===== src/hw/rtl/sfd_pkg.sv =====
// ----------------------------------------------------------------------------
// sfd_pkg: shared types and constants for the serial frame deframer
// Frame marker bytes, field widths and the controller/datapath interface.
// ----------------------------------------------------------------------------
package sfd_pkg;

  // frame marker bytes
  localparam logic [7:0] HEAD0_BYTE = 8'h55;
  localparam logic [7:0] HEAD1_BYTE = 8'hAA;
  localparam logic [7:0] TYPE_BYTE  = 8'h01;
  localparam logic [7:0] END_BYTE   = 8'h5A;

  // length byte is a bit count, rounded up to whole bytes
  localparam int unsigned BITS_PER_BYTE = 8;
  localparam logic [8:0]  ROUND_UP      = 9'(BITS_PER_BYTE - 1);

  // result field widths
  localparam int unsigned IDX_W = 5;
  localparam int unsigned CNT_W = 6;

  // commands from the controller to the datapath
  typedef struct packed {
    logic load_len;   // length byte: clear counters, latch byte count
    logic store_data; // payload byte: write store, add to sum
    logic emit_run;   // drain the store to the output
  } ctl_cmd_t;

  // status from the datapath to the controller
  typedef struct packed {
    logic is_head0;
    logic is_head1;
    logic is_type;
    logic is_end;
    logic len_zero;
    logic len_too_long;
    logic data_full;
    logic sum_match;
    logic exp_zero;
    logic emit_done;
  } dp_stat_t;

endpackage


===== src/hw/rtl/sfd_ctrl.sv =====
// ----------------------------------------------------------------------------
// sfd_ctrl: frame parser state machine
// Walks the header, type, length, payload, sum and end bytes and runs the
// payload drain. Holds the rx_enable register.
// ----------------------------------------------------------------------------
module sfd_ctrl
  import sfd_pkg::*;
(
  input  logic     clk,
  input  logic     rst_n,
  input  logic     cfg_valid,
  input  logic     cfg_rx_enable,
  input  logic     in_fire,
  input  dp_stat_t stat,
  output ctl_cmd_t cmd,
  output logic     busy
);

  localparam logic [2:0] PH_HEAD0 = 3'd0;
  localparam logic [2:0] PH_HEAD1 = 3'd1;
  localparam logic [2:0] PH_TYPE  = 3'd2;
  localparam logic [2:0] PH_LEN   = 3'd3;
  localparam logic [2:0] PH_DATA  = 3'd4;
  localparam logic [2:0] PH_SUM   = 3'd5;
  localparam logic [2:0] PH_END   = 3'd6;
  localparam logic [2:0] PH_EMIT  = 3'd7;

  logic [2:0] phase_r, phase_nxt;
  logic       rx_enable_r;
  logic       step;

  // enable register
  always_ff @(posedge clk) begin
    if (!rst_n) begin
      rx_enable_r <= 1'b1;
    end else if (cfg_valid) begin
      rx_enable_r <= cfg_rx_enable;
    end
  end

  // a word only advances the parser while enabled
  assign step = in_fire && rx_enable_r;

  // next phase and datapath commands
  always_comb begin
    phase_nxt = phase_r;
    cmd       = '0;
    unique case (phase_r)
      PH_HEAD0: if (step && stat.is_head0) phase_nxt = PH_HEAD1;
      PH_HEAD1: if (step) phase_nxt = stat.is_head1 ? PH_TYPE : PH_HEAD0;
      PH_TYPE:  if (step) phase_nxt = stat.is_type ? PH_LEN : PH_HEAD0;
      PH_LEN: begin
        if (step) begin
          cmd.load_len = 1'b1;
          priority if (stat.len_too_long) phase_nxt = PH_HEAD0;
          else if (stat.len_zero)         phase_nxt = PH_SUM;
          else                            phase_nxt = PH_DATA;
        end
      end
      PH_DATA: begin
        if (step) begin
          cmd.store_data = 1'b1;
          if (stat.data_full) phase_nxt = PH_SUM;
        end
      end
      PH_SUM: if (step) phase_nxt = stat.sum_match ? PH_END : PH_HEAD0;
      PH_END: begin
        if (step) begin
          phase_nxt = (stat.is_end && !stat.exp_zero) ? PH_EMIT : PH_HEAD0;
        end
      end
      PH_EMIT: begin
        cmd.emit_run = 1'b1;
        if (stat.emit_done) phase_nxt = PH_HEAD0;
      end
      default: phase_nxt = PH_HEAD0;
    endcase
  end

  // phase register
  always_ff @(posedge clk) begin
    if (!rst_n) begin
      phase_r <= PH_HEAD0;
    end else begin
      phase_r <= phase_nxt;
    end
  end

  assign busy = (phase_r == PH_EMIT);

endmodule


===== src/hw/rtl/sfd_datapath.sv =====
// ----------------------------------------------------------------------------
// sfd_datapath: byte compares, counters, checksum, payload store and output
// The store is written one word per payload byte and drained through a
// registered read stage and an output register.
// ----------------------------------------------------------------------------
module sfd_datapath
  import sfd_pkg::*;
#(
  parameter int unsigned MAX_PAYLOAD_BYTES = 32
) (
  input  logic             clk,
  input  logic             rst_n,
  input  logic [7:0]       rx_byte,
  input  ctl_cmd_t         cmd,
  output dp_stat_t         stat,
  input  logic             out_stall,
  output logic             out_valid,
  output logic [7:0]       out_payload_byte,
  output logic [IDX_W-1:0] out_byte_index,
  output logic [CNT_W-1:0] out_byte_count,
  output logic             out_last
);

  localparam int unsigned AW = (MAX_PAYLOAD_BYTES > 1) ? $clog2(MAX_PAYLOAD_BYTES) : 1;
  localparam logic [CNT_W-1:0] MAX_BYTES = CNT_W'(MAX_PAYLOAD_BYTES);

  logic [7:0]       mem [MAX_PAYLOAD_BYTES];
  logic [CNT_W-1:0] expected_r, received_r, emit_idx_r;
  logic [7:0]       sum_r;
  logic [8:0]       len_sum;
  logic [CNT_W-1:0] len_bytes;
  logic [CNT_W-1:0] emit_idx_inc;
  logic             issue, emit_last, move;

  // read stage and output slot
  logic             rd_vld_r;
  logic [7:0]       rd_data_r;
  logic [IDX_W-1:0] rd_idx_r;
  logic [CNT_W-1:0] rd_cnt_r;
  logic             rd_last_r;
  logic             out_valid_r;
  logic [7:0]       out_data_r;
  logic [IDX_W-1:0] out_idx_r;
  logic [CNT_W-1:0] out_cnt_r;
  logic             out_last_r;

  // length in whole bytes, 0..32
  assign len_sum   = {1'b0, rx_byte} + ROUND_UP;
  assign len_bytes = CNT_W'(len_sum >> 3);

  // status to the controller
  assign stat.is_head0     = (rx_byte == HEAD0_BYTE);
  assign stat.is_head1     = (rx_byte == HEAD1_BYTE);
  assign stat.is_type      = (rx_byte == TYPE_BYTE);
  assign stat.is_end       = (rx_byte == END_BYTE);
  assign stat.len_zero     = (len_bytes == '0);
  assign stat.len_too_long = (len_bytes > MAX_BYTES);
  assign stat.data_full    = ((received_r + 1'b1) >= expected_r);
  assign stat.sum_match    = (rx_byte == sum_r);
  assign stat.exp_zero     = (expected_r == '0);
  assign stat.emit_done    = issue && emit_last;

  // frame counters and checksum
  always_ff @(posedge clk) begin
    if (!rst_n) begin
      expected_r <= '0;
      received_r <= '0;
      sum_r      <= '0;
    end else if (cmd.load_len) begin
      expected_r <= stat.len_too_long ? '0 : len_bytes;
      received_r <= '0;
      sum_r      <= '0;
    end else if (cmd.store_data) begin
      received_r <= received_r + 1'b1;
      sum_r      <= sum_r + rx_byte;
    end
  end

  // payload store write
  always_ff @(posedge clk) begin
    if (cmd.store_data) begin
      mem[received_r[AW-1:0]] <= rx_byte;
    end
  end

  // drain: one read per cycle while the read stage is free or moving
  assign move         = rd_vld_r && (!out_valid_r || !out_stall);
  assign issue        = cmd.emit_run && (!rd_vld_r || move);
  assign emit_idx_inc = emit_idx_r + 1'b1;
  assign emit_last    = (emit_idx_inc == expected_r);

  always_ff @(posedge clk) begin
    if (!rst_n) begin
      emit_idx_r <= '0;
    end else if (issue) begin
      emit_idx_r <= emit_last ? '0 : emit_idx_inc;
    end
  end

  // registered store read
  always_ff @(posedge clk) begin
    if (issue) begin
      rd_data_r <= mem[emit_idx_r[AW-1:0]];
      rd_idx_r  <= emit_idx_r[IDX_W-1:0];
      rd_cnt_r  <= expected_r;
      rd_last_r <= emit_last;
    end
  end

  always_ff @(posedge clk) begin
    if (!rst_n) begin
      rd_vld_r <= 1'b0;
    end else if (issue) begin
      rd_vld_r <= 1'b1;
    end else if (move) begin
      rd_vld_r <= 1'b0;
    end
  end

  // output register
  always_ff @(posedge clk) begin
    if (move) begin
      out_data_r <= rd_data_r;
      out_idx_r  <= rd_idx_r;
      out_cnt_r  <= rd_cnt_r;
      out_last_r <= rd_last_r;
    end
  end

  always_ff @(posedge clk) begin
    if (!rst_n) begin
      out_valid_r <= 1'b0;
    end else if (move) begin
      out_valid_r <= 1'b1;
    end else if (!out_stall) begin
      out_valid_r <= 1'b0;
    end
  end

  assign out_valid        = out_valid_r;
  assign out_payload_byte = out_data_r;
  assign out_byte_index   = out_idx_r;
  assign out_byte_count   = out_cnt_r;
  assign out_last         = out_last_r;

endmodule


===== src/hw/rtl/serial_frame_deframer.sv =====
// ----------------------------------------------------------------------------
// serial_frame_deframer: byte frame parser with additive checksum
// Parses 0x55 0xAA, type 1, bit length, payload, sum and 0x5A end byte, and
// emits the payload of each verified frame one byte per word.
// ----------------------------------------------------------------------------
//
//  channel | direction | handshake          | payload
//  --------+-----------+--------------------+------------------------------------
//  in      | in        | in_valid/in_stall  | in_rx_byte
//  out     | out       | out_valid/out_stall| payload_byte, byte_index, count, last
//  cfg     | in        | cfg_valid/cfg_ready| cfg_rx_enable
//
//  The parser takes one input word per cycle while in_stall is low. A good end
//  byte starts a drain of N payload bytes from the store, one read per cycle
//  unless out_stall holds the output, through a registered read stage and the
//  output register. in_stall is high from the good end byte until the last
//  store read issues, which out_stall can delay by holding the output.
//  Synchronous active-low reset; the store needs no clearing pass.
//
module serial_frame_deframer
  import sfd_pkg::*;
#(
  parameter int unsigned MAX_PAYLOAD_BYTES = 32
) (
  input  logic             clk,
  input  logic             rst_n,
  input  logic             cfg_valid,
  output logic             cfg_ready,
  input  logic             cfg_rx_enable,
  input  logic             in_valid,
  output logic             in_stall,
  input  logic [7:0]       in_rx_byte,
  output logic             out_valid,
  input  logic             out_stall,
  output logic [7:0]       out_payload_byte,
  output logic [IDX_W-1:0] out_byte_index,
  output logic [CNT_W-1:0] out_byte_count,
  output logic             out_last
);

  ctl_cmd_t cmd;
  dp_stat_t stat;
  logic     busy;
  logic     in_fire;

  assign cfg_ready = 1'b1;
  assign in_stall  = busy;
  assign in_fire   = in_valid && !busy;

  // parser controller
  sfd_ctrl u_ctrl (
    .clk           (clk),
    .rst_n         (rst_n),
    .cfg_valid     (cfg_valid),
    .cfg_rx_enable (cfg_rx_enable),
    .in_fire       (in_fire),
    .stat          (stat),
    .cmd           (cmd),
    .busy          (busy)
  );

  // counters, store and output
  sfd_datapath #(
    .MAX_PAYLOAD_BYTES (MAX_PAYLOAD_BYTES)
  ) u_dp (
    .clk              (clk),
    .rst_n            (rst_n),
    .rx_byte          (in_rx_byte),
    .cmd              (cmd),
    .stat             (stat),
    .out_stall        (out_stall),
    .out_valid        (out_valid),
    .out_payload_byte (out_payload_byte),
    .out_byte_index   (out_byte_index),
    .out_byte_count   (out_byte_count),
    .out_last         (out_last)
  );

`ifndef SYNTHESIS
  // last word sits at the final index of its frame
  a_last_index: assert property (@(posedge clk) disable iff (!rst_n)
    out_valid && out_last |-> (CNT_W'(out_byte_index) + 1'b1) == out_byte_count)
    else $error("last flag not on final payload index");

  // every index lies within the frame's byte count
  a_index_range: assert property (@(posedge clk) disable iff (!rst_n)
    out_valid |-> CNT_W'(out_byte_index) < out_byte_count)
    else $error("payload index beyond byte count");

  // drain completion is flagged only in the drain phase
  a_drain_only: assert property (@(posedge clk) disable iff (!rst_n)
    stat.emit_done |-> busy && cmd.emit_run)
    else $error("drain completion outside drain phase");
`endif

endmodule

===== config.mk =====
export PLATFORM = sky130hd
export DESIGN_NAME = serial_frame_deframer
export DESIGN_NICKNAME = d
export VERILOG_FILES = /design/src/hw/rtl/sfd_pkg.sv /design/src/hw/rtl/sfd_ctrl.sv /design/src/hw/rtl/sfd_datapath.sv /design/src/hw/rtl/serial_frame_deframer.sv
export SDC_FILE = /design/constraint.sdc
export NUM_CORES = 1
export LEC_CHECK = 0
export ABC_AREA = 1
export BUFFER_PORTS_ARGS = -buffer_cell sky130_fd_sc_hd__buf_2
export CORE_ASPECT_RATIO = 1.4
export CORE_MARGIN = 2
export CORE_UTILIZATION = 47
export CTS_BUF_LIST = sky130_fd_sc_hd__clkbuf_8
export DETAILED_ROUTE_END_ITERATION = 8
export MAX_ROUTING_LAYER = met4
export PLACE_DENSITY = 0.6
export SYNTH_ARGS = -nofsm -noshare
export SYNTH_HDL_FRONTEND = slang
export SYNTH_SLANG_ARGS = --single-unit

===== constraint.sdc =====
create_clock -name clk -period 6.4 [get_ports clk]
set_clock_uncertainty 0.2 [all_clocks]
set_input_delay 1.28 -clock clk [delete_from_list [all_inputs] [get_ports clk]]
set_output_delay 1.28 -clock clk [all_outputs]
set_load 0.02 [all_outputs]

Word-level counts from Yosys, hierarchy flattened --
Memory sizes are Yosys's and may differ from the RTL's. A register that Yosys moved wholly into a read port is not among the register bits. Index checks and enable logic that the tools add are counted. Widths: inputs -> output; s select.
Word-level totals: memories 1, bits in registers 64, RAM bits 256, bits in read-only memories 0, input port bits 14, output and inout port bits 23, logic and storage cells 94, latch bits 0
Memory list:
- u_dp.mem | depth 32, bits a word 8, rd ports 1, clocked after memory_dff 1, wr ports 1, line sfd_datapath.sv:27 | logic [7:0] mem [MAX_PAYLOAD_BYTES];
Operators by class: reduce and logical (&&, ||, !) cells 20, add/subtract/negate cells 4, magnitude comparators 2, mux-type cells 28, shift operators 0, bitwise operators 1, divide/modulo/power cells 0, multiply operators 0, eq/ne operators 23
Operators with widths (number):
- $mux 3 | 12
- $pmux 3 s8 | 1
- $eq 8x7->1 const B | 2
- $ne 2x1->1 const B | 8
- $add 6x1->6 const B | 2
- $eq 3x3->1 const B | 4
- $logic_not 6->1 | 2
- $mux 6 | 2
- $mux 1 | 11
- $add 8x3->9 const B | 1
- $reduce_and 9->1 | 1
- $add 8x8->8 | 1
- $eq 8x1->1 const B | 1
- $eq 8x8->1 | 1
- $eq 8x8->1 const B | 1
- $logic_and 1x1->1 | 7
- $eq 3x2->1 const B | 2
- $eq 6x6->1 | 1
- $ge 6x6->1 | 1
- $gt 6x6->1 const B | 1
- $logic_not 1->1 | 5
- $mux 2 | 2
- $ne 2x2->1 const B | 2
- $eq 3x1->1 const B | 1
- other kinds (5) | 6

Logic depth before layout (Yosys ltp) --
Gate-level depths: netlist of the first run.
depth after elaboration 8, mapped depth 15, depth with buffers taken out 15

Modules after synthesis --
From an unflattened synthesis of the first run, not the netlist that was laid out.
Second synthesis, totals: cell total of the unflattened synthesis 1199, area, all modules 13701.9 µm²
By module, submodules not included:
- sfd_datapath | area each 13341.5 µm², cells an instance 1131, times used 1
- sfd_ctrl | area each 339.1 µm², cells an instance 64, times used 1
- serial_frame_deframer | area each 21.3 µm², cells an instance 4, times used 1

Worst setup path before layout of the first run --
No wires, ideal clock.
path type input port to flip-flop, from in in_valid, to mem u_dp.mem[31][0] (enable), path buffers 1, stages on the path 5, slack 3.345 ns, arrival time 2.471 ns, library setup time 0.383 ns, path through nand2_1 nor2_2 inv_2 clkbuf_1 nor3_1
On the way: cells in the longest elaborated chain, start to end 6
RTL lines:
- from (decl) | line serial_frame_deframer.sv:30 | input logic in_valid,
- $logic_and 1x1->1 | line serial_frame_deframer.sv:48 | assign in_fire = in_valid && !busy;
- $logic_and 1x1->1 | line sfd_ctrl.sv:42 | assign step = in_fire && rx_enable_r;
- $mux 1 | line sfd_ctrl.sv:61 | if (step) begin
- $mux 1 | line sfd_ctrl.sv:48 | unique case (phase_r)
- $mux 1 | line sfd_datapath.sv:81 | if (cmd.store_data) begin
- $mux 1 (implied by the code) | line sfd_datapath.sv:82 | mem[received_r[AW-1:0]] <= rx_byte;
- to (decl) | line sfd_datapath.sv:27
Every way passes these cells.

Final worst setup path of the first run --
from reg u_dp.emit_idx_r[0], to reg u_ctrl.phase_r[0]
On the way: cells in the longest elaborated chain, start to end 5
RTL lines:
- from (decl) | line sfd_datapath.sv:28 | logic [CNT_W-1:0] expected_r, received_r, emit_idx_r;
- from (signal assigned) | line sfd_datapath.sv:96 | emit_idx_r <= emit_last ? '0 : emit_idx_inc;
- $add 6x1->6 | line sfd_datapath.sv:89 | assign emit_idx_inc = emit_idx_r + 1'b1;
- $eq 6x6->1 | line sfd_datapath.sv:90 | assign emit_last = (emit_idx_inc == expected_r);
- $logic_and 1x1->1 | line sfd_datapath.sv:61 | assign stat.emit_done = issue && emit_last;
- $ne 2x2->1 (no source line)
- $reduce_and 9->1 (no source line)
- to (signal assigned) | line sfd_ctrl.sv:85 | phase_r <= phase_nxt;
- to (decl) | line sfd_ctrl.sv:28 | logic [2:0] phase_r, phase_nxt;
Every way passes these cells. A chain may end at the register's enable or synchronous reset.

==> impl_results.md, run 1 <==
- Status: finished, final reports clean
- CTS resizes: 0
- Arrival @ worst endpoint: 3.89 ns
- Number of global-route vias before repair: 8,760
- Crit-path cells: clkinv_2 -> buf_4 -> o21ai_1 -> nand2_1 -> nand2_1 -> nand2_1 -> nor2_2 -> nand3_1 -> nand2_2 -> nand2_2 -> nor2_1 -> nor2_1
- Reg clk slew, reported paths: 0.06 ns
- Final Cycle Share: 56.8%
- Worst vdd ir: 0.163 mV
- Hold Buf Count CTS: 0
- #FFs+latches synth: 328
- Buf/Inv on CP: 2
- Final hold vios: 0
- Met2 usage: 39.9%
- Gate Count Post-Synth: 1,135
- Routed WL: 33,000 um
- Worst Max-Slew Pin Slew: 1.17 ns
- Vias: 8,902
- Grt ovf: 0
- Setup tns final: 0 ns
- CP max-delay cell: clkinv_2
- Routed WL per cell: 21.0 um
- Crit-path most repeated cell: nand2_1
- NumNets Final: 1,202
- Remaining DRCs: 0
- Worst hold path type: reg2reg
- Critical Path RT: 6.66 ns
- Synth top cells by count: 296 x edfxtp_1, 210 x nor2_1, 163 x o21ai_0
- Clock tree from TritonCTS: built
- Total GRT Usage: 22.8%
- CP endpoint kind: flip-flop
- Skew-Pair Late Insertion Delay: 0.57 ns
- Starting Density: 47.7%
- N_diodes: 0
- RD Place Congestion: 0.863
- Synth-to-layout area growth: 9.75%
- Max H-tree Level: 2
- I/O Buffers: 35
- Busiest grt layer: met2
- Final setup fails: 0
- Met3 usage: 2.81%
- First-pass GRT wire length: 50,100 um
- RSZ-0062 raised after global routing: no
- Chip width: 147 um
- Pwr/cell area: 265 nW/um^2
- Top cells by area, synth: edfxtp_1 66%, o21ai_0 6.0%, nor2_1 5.8%
- Count leader, synth: edfxtp_1
- Via-per-instance ratio: 5.65
- Leak: 0.00512 uW
- Synth Net Count: 1,168
- DRT Pass-1 Iters: 7
- Layout cells sized above 1: 10.1%
- Synth async-reset ratio: 0%
- Ys flop type: edfxtp_1
- Routed Antenna Nets: 0
- Max-slew headroom: 21.4%
- Post-synthesis sequential area ratio: 70.6%
- GR Util met1: 26.4%
- Max incr delay on CP: 0.91 ns
- CP Launch Type: flip-flop
- Fill count: 2,534
- Post-synthesis cell type count: 38
- Clock Path Buffers: 3
- Syn_area_per_cell: 11.9 sq um
- FP Rows: 73
- Max Cap Violations: 0
- Crit Path Max Fanout: 78
- CTS Buf Count: 46
- Die Ht: 204 um
- TritonCTS Sinks: 328
- Critical path class: reg2reg
- Die area: 30,100 sq um
- Family with the most delay on the worst path: buffers and inverters
- IO Count: 37
- Most area-hungry cell type in the Yosys netlist: edfxtp_1
- F_max: 0.275 GHz
- Post-synth EDFFs: 296
- Antenna violations before repair: 0
- Tmin final: 3.64 ns
- Synthesized area: 13,500 sq um
- DR iter-0 viols: 773
- CTS Root Cell: clkbuf_8
- Setup slack, reg-to-reg: 2.76 ns
- Post-CTS Repair Setup Buffers: 0
- Power, Total: 3920 uW
- HPWL after DPL: 20,600 um
- Post-synth top area share: 65.9%
- Largest net degree at the start of global routing: 79
- Core ar.: 28,300 sq um
- Yosys warnings: 0
- Fin. max-slew vios: 0
[power by group]
part / internal (uW) / switching, uW / leakage [uW]
Clock: 784 / 740 / 0.000495
Sequential: 2330 / 0.349 / 0.00293
Combinational: 11.4 / 55.3 / 0.00169
Total: 3120 / 796 / 0.00512
[state kept, by name, summed over array words and instances, names as in the netlist, 6 cells and up]
register / flops
u_dp.mem: 256
u_dp.out_payload_byte: 8
u_dp.rd_data_r: 8
u_dp.sum_r: 8
u_dp.emit_idx_r: 6
u_dp.expected_r: 6
u_dp.out_byte_count: 6
u_dp.rd_cnt_r: 6
u_dp.received_r: 6
[per-stage QoR]
step	instances	utilization (%)	hold slack, ns	instance area [sq um]	setup WS (ns)
finish	1575	52.3	0.217	14800	2.76
detailed placement	1496	49.3	0.205	14000	2.46
global placement	1496	49.3	0.204	14000	2.58
CTS	1575	52.3	0.221	14800	2.71
global route	1575	52.3	0.228	14800	2.29
floorplan	1135	-	0.200	13500	3.35
[cells by family (layout without fill, tap and decap cells)]
group | Yosys count | in the layout | share of synthesized area, %
flops | 328 | 328 | 70.6
fa+ha+maj | 19 | 19 | 1.82
buf+inv | 111 | 176 | 3.37
xor+xnor | 15 | 15 | 1.03
compound gates | 300 | 300 | 12.3
other cells | 1 | 1 | 0.0278
simple gates | 361 | 361 | 10.8
[layout make-up]
cell class | instances | area (sq um) | area share [%]
clock buffer | 49 | 674 | 4.55
clock inverter | 30 | 175 | 1.18
inverter | 53 | 200 | 1.35
multi-input combinational | 696 | 3520 | 23.7
sequential | 328 | 9530 | 64.4
tap | 375 | 469 | 3.17
timing repair buffer | 44 | 243 | 1.64
[metal layers]
| metal | vias to the layer above | part of all wire, % |
|---|---|---|
| met3 | 84 | 4.5 |
| li1 | 4176 | - |
| met4 | 0 | 4.2 |
| met2 | 295 | 52 |
| met1 | 4347 | 39 |
| met5 | - | 0 |
[final timing paths]
| check | startpoint | end | cells after the start |
|---|---|---|---|
| max | u_dp.emit_idx_r[0]$_SDFFE_PN0P_ | u_ctrl.phase_r[0]$_SDFFE_PN0P_ | 12 |
| min | u_dp.rd_cnt_r[5]$_DFFE_PP_ | u_dp.out_byte_count[5]$_DFFE_PP_ | 0 |
| max reg2reg | u_dp.emit_idx_r[0]$_SDFFE_PN0P_ | u_ctrl.phase_r[0]$_SDFFE_PN0P_ | 12 |
| min reg2reg | u_dp.rd_cnt_r[5]$_DFFE_PP_ | u_dp.out_byte_count[5]$_DFFE_PP_ | 0 |
[layout by cell type (no fill, tap or decap), types with 2 or more instances in the layout]
master / synthesis / final
a211oi_1: 7 / 7
a21oi_1: 29 / 28
buf_2: 15 / 35
buf_4: 3 / 9
bufinv_16: 0 / 2
clkbuf_8: 0 / 49
clkinv_1: 1 / 7
clkinv_2: 0 / 6
dfxtp_1: 32 / 30
edfxtp_1: 296 / 296
ha_1: 18 / 18
inv_1: 45 / 61
inv_2: 7 / 6
nand2_1: 99 / 99
nand2_2: 2 / 2
nand3_1: 25 / 25
nand4_1: 10 / 10
nor2_1: 210 / 210
nor2_2: 5 / 5
nor3_1: 5 / 5
nor4_1: 3 / 3
o21a_1: 3 / 3
o21ai_0: 163 / 163
o21ai_1: 9 / 9
o21bai_1: 3 / 3
o221ai_1: 6 / 6
o22ai_1: 76 / 76
xnor2_1: 3 / 3
xor2_1: 11 / 11
(Power assumes the default switching activity.)
==> run 2, diff against run 1 <==
==> constraint.sdc (replaced) <==
create_clock -name clk -period 3.6 [get_ports clk]
set_clock_uncertainty 0.2 [all_clocks]
set_input_delay 0.72 -clock clk [delete_from_list [all_inputs] [get_ports clk]]
set_output_delay 0.72 -clock clk [all_outputs]
set_load 0.02 [all_outputs]
==> impl_results.md, run 2 (synthesis gave the netlist of run 1 again) <==
- Status: finished, final reports clean
- Arrival @ worst endpoint: 3.04 ns
- Reg power frac: 59.0%
- F_max: 0.363 GHz
- Routed WL: 33,200 um
- Post-Layout Cell Count: 1,606
- Busiest grt layer: met2
- N_diodes: 0
- Antenna violations before repair: 1
- Fin. max-slew vios: 0
- CP endpoint kind: flip-flop
- Pwr/cell area: 467 nW/um^2
- Max reg flops: 256
- Tmin final: 2.76 ns
- Max-slew headroom: 26.1%
- Met2 usage: 39.7%
- Most common cell after layout, fill and taps aside: edfxtp_1
- Synth-to-layout area growth: 11.4%
- Routed WL per cell: 20.7 um
- Final Cycle Share: 76.6%
- NumNets Final: 1,227
- Worst setup margin: 0.844 ns
- IO Count: 37
- Total GRT Usage: 22.9%
- CP Launch Type: flip-flop
- DR iter-0 viols: 771
- Die Ht: 204 um
- Final Util: 53.1%
- FP Rows: 73
- Via-per-instance ratio: 5.56
- Die area: 30,100 sq um
- Met3 usage: 3.05%
- HPWL after DPL: 21,100 um
- Skew-Pair Late Insertion Delay: 0.58 ns
- Dpl cells: 1,519
- Fill count: 2,515
- CTS Buf Count: 48
- Worst vdd ir: 0.313 mV
- Max H-tree Level: 2
- Routed Antenna Nets: 0
- Worst hold path type: in2reg
- Area of the multi-input gates: 3520 sq um
- Post-CTS Repair Setup Buffers: 0
- Switching Fraction: 21.3%
- Grt ovf: 0
- RD Place Congestion: 0.864
- Combinational share of power: 1.8%
- Layout cells sized above 1: 12.2%
- Leak: 0.00525 uW
- Remaining DRCs: 0
- GR Util met1: 25.7%
- Final setup fails: 0
- Final hold vios: 0
- Reg clk slew, reported paths: 0.06 ns
- Critical Path RT: 3.88 ns
- Hold Buf Count CTS: 0
- Setup tns final: 0 ns
- Clock tree from TritonCTS: built
- DRT Pass-1 Iters: 5
- Worst Max-Slew Pin Slew: 1.11 ns
- I/O Buffers: 35
- Most frequent cells in the layout: 296 x edfxtp_1, 210 x nor2_1, 163 x o21ai_0
- TritonCTS Sinks: 328
- Crit Path Max Fanout: 5
- Pre-CTS setup slack: 0.755 ns
- Clock power frac: 39.3%
- Clock Path Buffers: 3
- Max Cap Violations: 0
- First-pass GRT wire length: 50,400 um
- P_int: 5520 uW
- Critical path class: reg2reg
- Starting Density: 47.7%
- FF+latch area: 9530 sq um
- Chip width: 147 um
- Vias: 8,934
- Core ar.: 28,300 sq um
- Sw Pwr: 1490 uW
- CTS resizes: 0
- RSZ-0062 raised after global routing: no
- Largest net degree at the start of global routing: 128
- CTS Root Cell: clkbuf_8
- Number of global-route vias before repair: 8,994
run 2: cell types whose count changed in the layout (fill, tap and decap cells not counted):
| cell | delta |
|---|---|
| buf_12 | +2 |
| buf_4 | +21 |
| bufinv_16 | -1 |
| clkbuf_8 | +1 |
| clkinv_1 | +6 |
| clkinv_2 | +5 |
| clkinvlp_4 | +1 |
| inv_1 | -4 |
run 2: stage by stage:
| stage | hold slack (ns) | area [sq um] | power, uW |
|---|---|---|---|
| after floorplan | 0.200 | 13500 | 4250 |
| after global placement | 0.202 | 14200 | 4340 |
| after detailed placement | 0.205 | 14200 | 4340 |
| after CTS | 0.0997 | 15000 | 7080 |
| after global routing | 0.145 | 15000 | 7250 |
| final | 0.136 | 15000 | 7020 |
run 2: area by class of cell:
type                    count  share of cell area, %
clock buffers              50                   4.58
clock inverters            37                   1.23
inverters                  53                   1.33
multi-input cells         696                   23.4
flip-flops and latches    328                   63.4
well taps                 375                   3.12
repair buffers             67                   2.93
run 2: final timing paths:
kind              cells past startpoint  slack [ns]                                  to                            start
setup / recovery                     12        0.84      u_ctrl.phase_r[0]$_SDFFE_PN0P_  u_dp.received_r[0]$_SDFFE_PP0P_
hold / removal                        2        0.14     u_ctrl.rx_enable_r$_SDFFE_PN1P_                        cfg_valid
setup reg to reg                     12        0.84      u_ctrl.phase_r[0]$_SDFFE_PN0P_  u_dp.received_r[0]$_SDFFE_PP0P_
hold reg to reg                       0        0.22  u_dp.out_payload_byte[5]$_DFFE_PP_      u_dp.rd_data_r[5]$_DFFE_PP_
run 2: layer usage:
layer | routed length [um] | share of wire [%]
met3 | 1610 | 4.8
met5 | 0 | 0
met1 | 12900 | 39
met4 | 1710 | 5.1
met2 | 17000 | 51
run 2: critical path, cell delays in order (launching register included):
cell and delay, ns:
dfxtp_1 0.41, ha_1 0.26, nand2_1 0.10, a221oi_1 0.48
ha_1 0.31, nand2_1 0.07, nor2_1 0.05, a211oi_1 0.40
nor2_2 0.13, nand2_2 0.11, nand2_1 0.05, nand2_1 0.05
nor2_1 0.04
run 2: power by group through the flow:
stage                     registers (uW)  clock network [uW]  logic (uW)
after floorplan                     4220                   0        35.0
after global placement              4220                   0         121
after detailed placement            4220                   0         123
after CTS                           4140                2830         123
after global routing                4130                2980         134
final                               4140                2760         123
